### config.mk
export PLATFORM = sky130hd
export DESIGN_NAME = x86_64_instruction_encoder_top_flat
export DESIGN_NICKNAME = d
export VERILOG_FILES = /design/src/rtl/x86enc_pkg.sv /design/src/rtl/x86enc_if.sv /design/src/rtl/x86enc_encoder.sv /design/src/rtl/x86enc_serializer.sv /design/src/rtl/x86_64_instruction_encoder_top.sv /design/src/flat_wrapper.sv
export SDC_FILE = /design/constraint.sdc
export NUM_CORES = 1
export LEC_CHECK = 0
export ABC_CLOCK_PERIOD_IN_PS = 5300
export BUFFER_PORTS_ARGS = -buffer_cell sky130_fd_sc_hd__buf_4
export CAP_MARGIN = 20
export CORE_MARGIN = 2
export CORE_UTILIZATION = 45
export CTS_BUF_LIST = sky130_fd_sc_hd__clkbuf_2
export DETAILED_ROUTE_END_ITERATION = 8
export HOLD_SLACK_MARGIN = 0.15
export PLACE_DENSITY = 0.71
export SYNTH_ARGS = -nofsm -noshare
export SYNTH_HDL_FRONTEND = slang
export SYNTH_HIERARCHICAL = 1
export SYNTH_SLANG_ARGS = --single-unit
### constraint.sdc
create_clock -name clk_i -period 5.3 [get_ports clk_i]
set_clock_uncertainty 0.15 [all_clocks]
set_input_delay 1.06 -clock clk_i [delete_from_list [all_inputs] [get_ports clk_i]]
set_output_delay 1.06 -clock clk_i [all_outputs]
set_load 0.03 [all_outputs]
### src/rtl/x86enc_pkg.sv
// Package with the types, constants and helper functions of the x86-64 instruction encoder.
`timescale 1ns / 1ps
package x86enc_pkg;

  localparam int unsigned MaxBytes = 10;
  localparam int unsigned CntW     = $clog2(MaxBytes + 1);

  typedef enum logic [4:0] {
    OP_MOV_IMM  = 5'd0,
    OP_MOV_RR   = 5'd1,
    OP_LOAD     = 5'd2,
    OP_STORE    = 5'd3,
    OP_LEA      = 5'd4,
    OP_PUSH     = 5'd5,
    OP_POP      = 5'd6,
    OP_ADD_IMM  = 5'd7,
    OP_SUB_IMM  = 5'd8,
    OP_ADD_RR   = 5'd9,
    OP_SUB_RR   = 5'd10,
    OP_IMUL     = 5'd11,
    OP_CMP      = 5'd12,
    OP_TEST     = 5'd13,
    OP_SETCC    = 5'd14,
    OP_NEG      = 5'd15,
    OP_CQO      = 5'd16,
    OP_IDIV     = 5'd17,
    OP_CALL     = 5'd18,
    OP_JMP      = 5'd19,
    OP_JCC      = 5'd20,
    OP_RET      = 5'd21,
    OP_SYSCALL  = 5'd22
  } opcode_e;

  localparam logic [7:0] REX_BASE    = 8'h40;
  localparam logic [7:0] REX_W       = 8'h08;
  localparam logic [7:0] REX_B_ONLY  = 8'h41;
  localparam logic [7:0] REX_W_ONLY  = 8'h48;
  localparam logic [7:0] OPC_MOV_IMM = 8'hB8;
  localparam logic [7:0] OPC_ESCAPE  = 8'h0F;
  localparam logic [7:0] OPC_IMUL2   = 8'hAF;
  localparam logic [7:0] OPC_SETCC   = 8'h90;
  localparam logic [7:0] OPC_MOVZX2  = 8'hB6;
  localparam logic [7:0] OPC_GRP1    = 8'h81;
  localparam logic [7:0] OPC_CQO     = 8'h99;
  localparam logic [7:0] OPC_CALL    = 8'hE8;
  localparam logic [7:0] OPC_JMP     = 8'hE9;
  localparam logic [7:0] OPC_RET     = 8'hC3;
  localparam logic [7:0] OPC_JCC2    = 8'h80;
  localparam logic [7:0] OPC_MOV_ST  = 8'h89;
  localparam logic [7:0] OPC_MOV_LD  = 8'h8B;
  localparam logic [7:0] OPC_LEA     = 8'h8D;
  localparam logic [7:0] OPC_PUSH    = 8'h50;
  localparam logic [7:0] OPC_POP     = 8'h58;
  localparam logic [7:0] OPC_ADD     = 8'h01;
  localparam logic [7:0] OPC_SUB     = 8'h29;
  localparam logic [7:0] OPC_CMP     = 8'h39;
  localparam logic [7:0] OPC_TEST    = 8'h85;
  localparam logic [7:0] OPC_GRP3    = 8'hF7;
  localparam logic [7:0] OPC_SYSCALL = 8'h05;

  localparam logic [3:0] RM_RBP  = 4'd5;
  localparam logic [2:0] EXT_ADD = 3'd0;
  localparam logic [2:0] EXT_SUB = 3'd5;
  localparam logic [2:0] EXT_NEG = 3'd3;
  localparam logic [2:0] EXT_IDV = 3'd7;

  localparam logic [1:0] MOD_IND    = 2'd0;
  localparam logic [1:0] MOD_DISP8  = 2'd1;
  localparam logic [1:0] MOD_DISP32 = 2'd2;
  localparam logic [1:0] MOD_REG    = 2'd3;

  typedef struct packed {
    logic [4:0]         opcode;
    logic [3:0]         dst_reg;
    logic [3:0]         src_reg;
    logic [2:0]         condition;
    logic signed [63:0] immediate;
    logic signed [31:0] frame_offset;
    logic signed [31:0] rel_displacement;
  } item_t;

  typedef struct packed {
    logic [MaxBytes-1:0][7:0] bytes;
    logic [CntW-1:0]          count;
    logic                     error;
  } enc_t;

  function automatic logic [7:0] rex(input logic w, input logic [3:0] reg_f,
                                     input logic [3:0] rm_f);
    return REX_BASE | (w ? REX_W : 8'h00) | {5'b0, reg_f[3], 1'b0, rm_f[3]};
  endfunction

  function automatic logic [7:0] modrm(input logic [1:0] mod_f, input logic [2:0] reg_f,
                                       input logic [2:0] rm_f);
    return {mod_f, reg_f, rm_f};
  endfunction

  // Low nibble of the condition code; e and z, ne and nz share an encoding.
  function automatic logic [7:0] cc_suffix(input logic [2:0] c);
    logic [7:0] r;
    case (c)
      3'd0, 3'd1: r = 8'h04;
      3'd2, 3'd3: r = 8'h05;
      3'd4:       r = 8'h0C;
      3'd5:       r = 8'h0D;
      3'd6:       r = 8'h0E;
      default:    r = 8'h0F;
    endcase
    return r;
  endfunction

endpackage

### src/rtl/x86enc_if.sv
// Valid/ready channel interfaces for instruction items and machine code bytes.
`timescale 1ns / 1ps
interface x86enc_in_if;
  logic               valid;
  logic               ready;
  logic [4:0]         opcode;
  logic [3:0]         dst_reg;
  logic [3:0]         src_reg;
  logic [2:0]         condition;
  logic signed [63:0] immediate;
  logic signed [31:0] frame_offset;
  logic signed [31:0] rel_displacement;

  modport source (output valid, opcode, dst_reg, src_reg, condition, immediate,
                  frame_offset, rel_displacement, input ready);
  modport sink   (input valid, opcode, dst_reg, src_reg, condition, immediate,
                  frame_offset, rel_displacement, output ready);
endinterface

interface x86enc_out_if;
  logic       valid;
  logic       ready;
  logic [7:0] out_byte;
  logic       last;
  logic       error;

  modport source (output valid, out_byte, last, error, input ready);
  modport sink   (input valid, out_byte, last, error, output ready);
endinterface

### src/rtl/x86enc_encoder.sv
// Combinational encoder that turns one instruction item into its byte string and length.
`timescale 1ns / 1ps
module x86enc_encoder (
  input  x86enc_pkg::item_t item_i,
  output x86enc_pkg::enc_t  enc_o
);
  import x86enc_pkg::*;

  logic [3:0]       d;
  logic [3:0]       s;
  logic [7:0]       cc;
  logic             disp_small;
  logic [1:0]       disp_mod;
  logic [6:0][7:0]  sc_body;
  logic             sc_pfx;
  logic [7:0]       sc_pfx_byte;

  assign d  = item_i.dst_reg;
  assign s  = item_i.src_reg;
  assign cc = cc_suffix(item_i.condition);

  // The offset fits a signed byte when bits 31..7 are all equal.
  assign disp_small = (item_i.frame_offset[31:7] == '0) || (item_i.frame_offset[31:7] == '1);
  assign disp_mod   = disp_small ? MOD_DISP8 : MOD_DISP32;

  always_comb begin
    sc_body[0] = OPC_ESCAPE;
    sc_body[1] = OPC_SETCC + cc;
    sc_body[2] = modrm(MOD_REG, 3'd0, d[2:0]);
    sc_body[3] = rex(1'b1, d, d);
    sc_body[4] = OPC_ESCAPE;
    sc_body[5] = OPC_MOVZX2;
    sc_body[6] = modrm(MOD_REG, d[2:0], d[2:0]);
    // Byte registers 4 to 7 need a plain REX to mean spl..dil, not ah..bh.
    if (d inside {[4'd4:4'd7]}) begin
      sc_pfx      = 1'b1;
      sc_pfx_byte = REX_BASE;
    end else begin
      sc_pfx      = d[3];
      sc_pfx_byte = REX_B_ONLY;
    end
  end

  always_comb begin
    enc_o       = '0;
    case (opcode_e'(item_i.opcode))
      OP_MOV_IMM: begin
        enc_o.bytes[0]   = rex(1'b1, 4'd0, d);
        enc_o.bytes[1]   = OPC_MOV_IMM + {5'b0, d[2:0]};
        enc_o.bytes[9:2] = item_i.immediate;
        enc_o.count      = CntW'(10);
      end
      OP_MOV_RR, OP_ADD_RR, OP_SUB_RR, OP_CMP, OP_TEST: begin
        enc_o.bytes[0] = rex(1'b1, s, d);
        case (opcode_e'(item_i.opcode))
          OP_MOV_RR: enc_o.bytes[1] = OPC_MOV_ST;
          OP_ADD_RR: enc_o.bytes[1] = OPC_ADD;
          OP_SUB_RR: enc_o.bytes[1] = OPC_SUB;
          OP_CMP:    enc_o.bytes[1] = OPC_CMP;
          default:   enc_o.bytes[1] = OPC_TEST;
        endcase
        enc_o.bytes[2] = modrm(MOD_REG, s[2:0], d[2:0]);
        enc_o.count    = CntW'(3);
      end
      OP_LOAD, OP_STORE: begin
        if (opcode_e'(item_i.opcode) == OP_LOAD) begin
          enc_o.bytes[0] = rex(1'b1, d, RM_RBP);
          enc_o.bytes[1] = OPC_MOV_LD;
          enc_o.bytes[2] = modrm(disp_mod, d[2:0], RM_RBP[2:0]);
        end else begin
          enc_o.bytes[0] = rex(1'b1, s, RM_RBP);
          enc_o.bytes[1] = OPC_MOV_ST;
          enc_o.bytes[2] = modrm(disp_mod, s[2:0], RM_RBP[2:0]);
        end
        if (disp_small) begin
          enc_o.bytes[3] = item_i.frame_offset[7:0];
          enc_o.count    = CntW'(4);
        end else begin
          enc_o.bytes[6:3] = item_i.frame_offset;
          enc_o.count      = CntW'(7);
        end
      end
      OP_LEA: begin
        enc_o.bytes[0]   = rex(1'b1, d, RM_RBP);
        enc_o.bytes[1]   = OPC_LEA;
        enc_o.bytes[2]   = modrm(MOD_IND, d[2:0], RM_RBP[2:0]);
        enc_o.bytes[6:3] = item_i.rel_displacement;
        enc_o.count      = CntW'(7);
      end
      OP_PUSH: begin
        if (s[3]) begin
          enc_o.bytes[0] = REX_B_ONLY;
          enc_o.bytes[1] = OPC_PUSH + {5'b0, s[2:0]};
          enc_o.count    = CntW'(2);
        end else begin
          enc_o.bytes[0] = OPC_PUSH + {5'b0, s[2:0]};
          enc_o.count    = CntW'(1);
        end
      end
      OP_POP: begin
        if (d[3]) begin
          enc_o.bytes[0] = REX_B_ONLY;
          enc_o.bytes[1] = OPC_POP + {5'b0, d[2:0]};
          enc_o.count    = CntW'(2);
        end else begin
          enc_o.bytes[0] = OPC_POP + {5'b0, d[2:0]};
          enc_o.count    = CntW'(1);
        end
      end
      OP_ADD_IMM, OP_SUB_IMM: begin
        enc_o.bytes[0]   = rex(1'b1, 4'd0, d);
        enc_o.bytes[1]   = OPC_GRP1;
        enc_o.bytes[2]   = modrm(MOD_REG,
                                 (opcode_e'(item_i.opcode) == OP_ADD_IMM) ? EXT_ADD : EXT_SUB,
                                 d[2:0]);
        enc_o.bytes[6:3] = item_i.immediate[31:0];
        enc_o.count      = CntW'(7);
      end
      OP_IMUL: begin
        enc_o.bytes[0] = rex(1'b1, d, s);
        enc_o.bytes[1] = OPC_ESCAPE;
        enc_o.bytes[2] = OPC_IMUL2;
        enc_o.bytes[3] = modrm(MOD_REG, d[2:0], s[2:0]);
        enc_o.count    = CntW'(4);
      end
      OP_SETCC: begin
        if (sc_pfx) begin
          enc_o.bytes[0]   = sc_pfx_byte;
          enc_o.bytes[7:1] = sc_body;
          enc_o.count      = CntW'(8);
        end else begin
          enc_o.bytes[6:0] = sc_body;
          enc_o.count      = CntW'(7);
        end
      end
      OP_NEG: begin
        enc_o.bytes[0] = rex(1'b1, 4'd0, d);
        enc_o.bytes[1] = OPC_GRP3;
        enc_o.bytes[2] = modrm(MOD_REG, EXT_NEG, d[2:0]);
        enc_o.count    = CntW'(3);
      end
      OP_CQO: begin
        enc_o.bytes[0] = REX_W_ONLY;
        enc_o.bytes[1] = OPC_CQO;
        enc_o.count    = CntW'(2);
      end
      OP_IDIV: begin
        enc_o.bytes[0] = rex(1'b1, 4'd0, s);
        enc_o.bytes[1] = OPC_GRP3;
        enc_o.bytes[2] = modrm(MOD_REG, EXT_IDV, s[2:0]);
        enc_o.count    = CntW'(3);
      end
      OP_CALL, OP_JMP: begin
        enc_o.bytes[0]   = (opcode_e'(item_i.opcode) == OP_CALL) ? OPC_CALL : OPC_JMP;
        enc_o.bytes[4:1] = item_i.rel_displacement;
        enc_o.count      = CntW'(5);
      end
      OP_JCC: begin
        enc_o.bytes[0]   = OPC_ESCAPE;
        enc_o.bytes[1]   = OPC_JCC2 + cc;
        enc_o.bytes[5:2] = item_i.rel_displacement;
        enc_o.count      = CntW'(6);
      end
      OP_RET: begin
        enc_o.bytes[0] = OPC_RET;
        enc_o.count    = CntW'(1);
      end
      OP_SYSCALL: begin
        enc_o.bytes[0] = OPC_ESCAPE;
        enc_o.bytes[1] = OPC_SYSCALL;
        enc_o.count    = CntW'(2);
      end
      default: begin
        // Reserved opcode: a single zero byte flagged as an error.
        enc_o.count = CntW'(1);
        enc_o.error = 1'b1;
      end
    endcase
  end

endmodule

### src/rtl/x86enc_serializer.sv
// Result register that holds one encoded instruction and shifts it out a byte per transaction.
`timescale 1ns / 1ps
module x86enc_serializer (
  input  logic                 clk_i,
  input  logic                 rst_ni,
  input  x86enc_pkg::enc_t     enc_i,
  input  logic                 enc_vld_i,
  output logic                 enc_rdy_o,
  x86enc_out_if.source         out_o
);
  import x86enc_pkg::*;

  logic [MaxBytes-1:0][7:0] buf_q, buf_d;
  logic [CntW-1:0]          rem_q, rem_d;
  logic                     err_q, err_d;
  logic                     vld_q, vld_d;
  logic                     take;
  logic                     is_last;
  logic                     load;

  assign is_last   = (rem_q == CntW'(1));
  assign take      = vld_q && out_o.ready;
  assign enc_rdy_o = !vld_q || (take && is_last);
  assign load      = enc_vld_i && enc_rdy_o;

  assign out_o.valid    = vld_q;
  assign out_o.out_byte = buf_q[0];
  assign out_o.last     = is_last;
  assign out_o.error    = err_q;

  always_comb begin
    buf_d = buf_q;
    rem_d = rem_q;
    err_d = err_q;
    vld_d = vld_q;
    if (load) begin
      buf_d = enc_i.bytes;
      rem_d = enc_i.count;
      err_d = enc_i.error;
      vld_d = 1'b1;
    end else if (take) begin
      buf_d = {8'h00, buf_q[MaxBytes-1:1]};
      rem_d = rem_q - CntW'(1);
      vld_d = !is_last;
    end
  end

  always_ff @(posedge clk_i or negedge rst_ni) begin
    if (!rst_ni) begin
      vld_q <= 1'b0;
      rem_q <= '0;
    end else begin
      vld_q <= vld_d;
      rem_q <= rem_d;
    end
  end

  always_ff @(posedge clk_i) begin
    buf_q <= buf_d;
    err_q <= err_d;
  end

  a_rem_range: assert property (@(posedge clk_i) disable iff (!rst_ni)
    vld_q |-> (rem_q != '0) && (rem_q <= CntW'(MaxBytes)))
    else $error("byte count out of range while holding an instruction");

  a_err_single: assert property (@(posedge clk_i) disable iff (!rst_ni)
    (vld_q && err_q) |-> (is_last && (buf_q[0] == 8'h00)))
    else $error("error transaction is not a single zero byte");

  a_count_down: assert property (@(posedge clk_i) disable iff (!rst_ni)
    (take && !is_last) |=> (vld_q && (rem_q == $past(rem_q) - CntW'(1))))
    else $error("byte count did not step down after a transaction");

endmodule

### src/rtl/x86_64_instruction_encoder_top.sv
// Top level of the x86-64 instruction encoder: input register, encoder and byte serializer.
//
//   Channel  Direction  Moves                      Accepted when
//   req_i    in         one abstract instruction   req_i.valid && req_i.ready
//   rsp_o    out        one machine code byte      rsp_o.valid && rsp_o.ready
//
// An accepted instruction sits in the input register, is encoded by
// combinational logic and lands in the result register, which sends one byte per
// transaction. An instruction of n bytes (1 to 10, mov with imm64 being the longest)
// occupies the output for n byte transactions, so the byte port sets the rate; the next
// instruction loads in the same cycle as the previous last byte leaves.
// The first byte appears once the item has passed both registers. Reset is asynchronous
// and active low and empties both registers. A stalled output holds the current
// byte, and the input register keeps the next instruction until the result
// register frees up.
`timescale 1ns / 1ps
module x86_64_instruction_encoder_top (
  input  logic         clk_i,
  input  logic         rst_ni,
  x86enc_in_if.sink    req_i,
  x86enc_out_if.source rsp_o
);
  import x86enc_pkg::*;

  item_t in_q, in_d;
  logic  in_vld_q, in_vld_d;
  enc_t  enc;
  logic  enc_rdy;

  // The input register accepts whenever it is empty or hands its item on.
  assign req_i.ready = !in_vld_q || enc_rdy;

  always_comb begin
    in_d.opcode           = req_i.opcode;
    in_d.dst_reg          = req_i.dst_reg;
    in_d.src_reg          = req_i.src_reg;
    in_d.condition        = req_i.condition;
    in_d.immediate        = req_i.immediate;
    in_d.frame_offset     = req_i.frame_offset;
    in_d.rel_displacement = req_i.rel_displacement;
    if (req_i.ready) begin
      in_vld_d = req_i.valid;
    end else begin
      in_vld_d = in_vld_q;
    end
  end

  always_ff @(posedge clk_i or negedge rst_ni) begin
    if (!rst_ni) begin
      in_vld_q <= 1'b0;
    end else begin
      in_vld_q <= in_vld_d;
    end
  end

  always_ff @(posedge clk_i) begin
    if (req_i.valid && req_i.ready) begin
      in_q <= in_d;
    end
  end

  x86enc_encoder u_encoder (
    .item_i (in_q),
    .enc_o  (enc)
  );

  x86enc_serializer u_serializer (
    .clk_i     (clk_i),
    .rst_ni    (rst_ni),
    .enc_i     (enc),
    .enc_vld_i (in_vld_q),
    .enc_rdy_o (enc_rdy),
    .out_o     (rsp_o)
  );

  a_hold_item: assert property (@(posedge clk_i) disable iff (!rst_ni)
    (in_vld_q && !enc_rdy) |=> (in_vld_q && $stable(in_q)))
    else $error("pending instruction lost while the result register was busy");

endmodule

### src/flat_wrapper.sv
// flat-port wrapper written by rule: the top's interface ports become plain ports
module x86_64_instruction_encoder_top_flat import x86enc_pkg::*;
  (clk_i, rst_ni, req_i_valid, req_i_opcode, req_i_dst_reg, req_i_src_reg, req_i_condition, req_i_immediate, req_i_frame_offset, req_i_rel_displacement, req_i_ready, rsp_o_valid, rsp_o_out_byte, rsp_o_last, rsp_o_error, rsp_o_ready);
  x86enc_in_if req_i_i ();
  x86enc_out_if rsp_o_i ();
  input  logic clk_i;
  input  logic rst_ni;
  input wire logic [$bits(req_i_i.valid)-1:0] req_i_valid;
  input wire logic [$bits(req_i_i.opcode)-1:0] req_i_opcode;
  input wire logic [$bits(req_i_i.dst_reg)-1:0] req_i_dst_reg;
  input wire logic [$bits(req_i_i.src_reg)-1:0] req_i_src_reg;
  input wire logic [$bits(req_i_i.condition)-1:0] req_i_condition;
  input wire logic [$bits(req_i_i.immediate)-1:0] req_i_immediate;
  input wire logic [$bits(req_i_i.frame_offset)-1:0] req_i_frame_offset;
  input wire logic [$bits(req_i_i.rel_displacement)-1:0] req_i_rel_displacement;
  output wire logic [$bits(req_i_i.ready)-1:0] req_i_ready;
  output wire logic [$bits(rsp_o_i.valid)-1:0] rsp_o_valid;
  output wire logic [$bits(rsp_o_i.out_byte)-1:0] rsp_o_out_byte;
  output wire logic [$bits(rsp_o_i.last)-1:0] rsp_o_last;
  output wire logic [$bits(rsp_o_i.error)-1:0] rsp_o_error;
  input wire logic [$bits(rsp_o_i.ready)-1:0] rsp_o_ready;
  assign req_i_i.valid = req_i_valid;
  assign req_i_i.opcode = req_i_opcode;
  assign req_i_i.dst_reg = req_i_dst_reg;
  assign req_i_i.src_reg = req_i_src_reg;
  assign req_i_i.condition = req_i_condition;
  assign req_i_i.immediate = req_i_immediate;
  assign req_i_i.frame_offset = req_i_frame_offset;
  assign req_i_i.rel_displacement = req_i_rel_displacement;
  assign req_i_ready = req_i_i.ready;
  assign rsp_o_valid = rsp_o_i.valid;
  assign rsp_o_out_byte = rsp_o_i.out_byte;
  assign rsp_o_last = rsp_o_i.last;
  assign rsp_o_error = rsp_o_i.error;
  assign rsp_o_i.ready = rsp_o_ready;
  x86_64_instruction_encoder_top u_core (.clk_i(clk_i), .rst_ni(rst_ni), .req_i(req_i_i), .rsp_o(rsp_o_i));
endmodule
==> results.yml <==
pwr:
  powerDensity_nw_per_um2: 294
  power_leakage_uw: 0.00534
  finalPower_uw: 4120
  max-vdd-ir-drop_v: 0.000189
global_route:
  grt_max_degree: 82
  grt_usage_pct: 26.2
  overflow: 0
  grt_pass1_vias: 8641
  grt_pass1_wl_um: 51300
  antenna_found_initial: 2
cells_and_area:
  drive_above_1_share_pct: 31.2
  final_nets: 1258
  utilization_pct: 57.7
  areaGrowthSynthToFinish_pct: 25.8
  final_area_um2: 14000
run:
  cap_viol_max_count: 0
critical_path:
  slowest_stage: "dfrtp_1"
  required_ns: 4.09
  path_cells: "inv_1 > ha_1 > nor4bb_4 > nand2b_1 > nand2b_4 > buf_4"
  worstPathMaxFanout: 10
  arrival_ns: 2.65
  end_kind: "output port"
  path_class: "reg -> out"
  slowest_delay_ns: 0.42
  crit_path_start_kind: "register"
clocking:
  clock_sinks: 231
  post-cts-setup-buffers: 0
  cts_resized: 0
  cts.clk_slew.worst_paths_ns: 0.12
  cts_tree: "yes"
  root_buffer: "clkbuf_2"
  cts_max_path_buffers: 3
  htree_levels: 2
  holdBufCountCts: 74
  cts_buffers: 59
  clock_latency_ns: 0.93
hold_path:
  holdCritPathClass: "in -> reg"
sta:
  tightest_slew_ns: 1.26
  timing.hold.ws_ns: 0.204
  relSlewSlack_pct: 15.7
  min_period_over_period_pct: 72.8
  setup_tns_ns: 0
  clock.fmax_mhz: 259
  final_hold_viol_count: 0
  period_needed_ns: 3.86
  rsz0062_at_grt: "false"
  slew_viol_final: 0
  finalSetupViolCount: 0
route:
  antenna_left: 0
  route.detailed.drc: 0
  drt_iter0_drc: 1076
  wire_per_inst_um: 23.8
  first_pass_iters: 8
  routed_via_density: 5.92
  wl_um: 35200
  vias: 8770
synth:
  ys_seq_area_share_pct: 62.0
  yosys_most_used_dff: "edfxtp_1"
  ys_ff_latch: 231
  mappedNetlistArea_um2: 11100
  synth_top_area_cell: "edfxtp_1"
  syn-num-nets: 991
  synth_cells: 841
  synth.distinct_cells: 77
  async_flop_share_pct: 2.60
  synth_edf_count: 225
  synth_area_leaders: "edfxtp_1 61%, mux2_2 7.3%, nand2_1 2.9%, a22oi_1 2.0%, a222oi_1 1.7%"
  yosysWarnings: 6
  synth_top_area_share_pct: 60.6
  avgSynthCellArea_um2: 13.3
placement:
  gp_congestion: 0.940
  placed_area_um2: 12500
  io_buffers: 159
  dp_hpwl_um: 22200
run_status:
  status: "finished clean"
die:
  core_um2: 24300
  fp.dieW_um: 161
  row_count: 57
  dieArea_um2: 26000
  die_h_um: 161
  pin_count: 160
  floorplan.initialDensity_pct: 45.8
[final timing paths]
path | from | end | slack, ns | cells after the start
max | u_core/u_serializer/rem_q[1] | req_i_ready | 1.44 | 6
min | req_i_immediate[45] | u_core/in_q[109] | 0.20 | 1
max reg2reg | u_core/in_q[141] | u_core/u_serializer/buf_q[48] | 1.98 | 7
min reg2reg | u_core/u_serializer/buf_q[62] | u_core/u_serializer/buf_q[54] | 0.35 | 1
max in group asynchronous | rst_ni | u_core/u_serializer/rem_q[3] | 4.50 | 2
min in group asynchronous | rst_ni | u_core/u_serializer/rem_q[2] | 0.37 | 2
[cell usage in the layout (no fill, tap or decap), types with 5 or more instances in the layout]
cell type,synthesis,layout
a21o_1,8,8
a21oi_1,31,31
a221o_1,15,15
a221oi_1,9,9
a222oi_1,19,19
a22o_1,5,5
a22oi_1,30,30
a32oi_1,7,7
and2_1,18,18
and3_1,14,14
buf_4,16,172
clkbuf_2,0,77
clkinv_1,0,22
clkinv_2,0,6
dfrtp_1,6,6
dlygate4sd3_1,0,96
edfxtp_1,225,225
inv_1,9,8
mux2_2,72,72
nand2_1,85,85
nand2b_1,10,10
nand3_1,21,21
nand4_1,17,17
nor2_1,33,33
nor2b_1,7,7
nor3_1,14,14
nor4_1,7,7
o21ai_0,28,28
o22ai_1,7,7
[per-stage QoR]
stage / setup WS [ns] / cells
3_3_place_gp: 1.78 / 1274
5_1_grt: 1.25 / 1482
6_report: 1.44 / 1482
4_1_cts: 1.36 / 1457
2_1_floorplan: 1.71 / 841
3_5_place_dp: 1.69 / 1274
[state kept, by name (all words and copies together), names as in the netlist]
| register | flops |
|---|---|
| u_core/in_q | 144 |
| u_core/u_serializer/buf_q | 72 |
| u_core/u_serializer/out_o.out_byte | 8 |
| u_core/u_serializer/rem_q | 4 |
| u_core/in_vld_q | 1 |
| u_core/u_serializer/out_o.error | 1 |
| u_core/u_serializer/out_o.valid | 1 |
[final cells by class]
type                    instances  area, µm²
diodes                          2       5.00
clock buffers                  77        385
clock inverters                32        175
fillers                      1951      10300
inverters                      12       45.0
multi-input cells             532       3760
flip-flops and latches        231       6910
well taps                     324        405
repair buffers                272       2340
[power breakdown]
| group | total [µW] | leakage, µW | internal, µW | switching, µW |
|---|---|---|---|---|
| Combinational | 591 | 0.00278 | 295 | 296 |
| Sequential | 2290 | 0.00216 | 2180 | 105 |
| Clock | 1240 | 0.000403 | 466 | 778 |
[worst max-delay path, delay by kind of cell, from the launching register on]
family / cells / cell delay [ns]
buffers and inverters: 2 / 0.26
and+or+nand+nor: 3 / 0.93
adders and majority gates: 1 / 0.17
DFF: 1 / 0.42
[cell usage after synthesis (all sizes together), types with 11 or more instances]
cell type / n
edfxtp: 225
nand2: 85
mux2: 72
buf: 58
nor2: 35
o21ai: 33
a21oi: 31
a22oi: 30
nand3: 21
and2: 20
a222oi: 19
nor3: 18
nand4: 17
a221o: 15
and3: 14
a221oi: 13
inv: 12
nand2b: 11
[kinds of logic (layout without fill, tap and decap cells)]
family / Yosys count / after routing / share of synthesized area, %
multiplexers: 75 / 75 / 7.54
buffers and inverters: 78 / 393 / 4.29
flip-flops: 231 / 231 / 62.0
other: 0 / 2 / 0
adder cells (fa/ha/maj): 2 / 2 / 0.225
AND/OR/NAND/NOR: 251 / 251 / 11.9
XOR/XNOR: 1 / 1 / 0.0786
AO/OA/AOI/OAI: 203 / 203 / 14.0
[routing by layer]
| metal | global-route usage [%] | up-vias | routed length (µm) |
|---|---|---|---|
| met5 | 0 | - | 0 |
| met1 | 34.2 | 4181 | 13500 |
| li1 | - | 3907 | - |
| met2 | 41.7 | 581 | 17000 |
| met4 | 12.2 | 0 | 1550 |
| met3 | 6.27 | 101 | 3220 |
No activity file was read; power rests on OpenSTA's default activity.
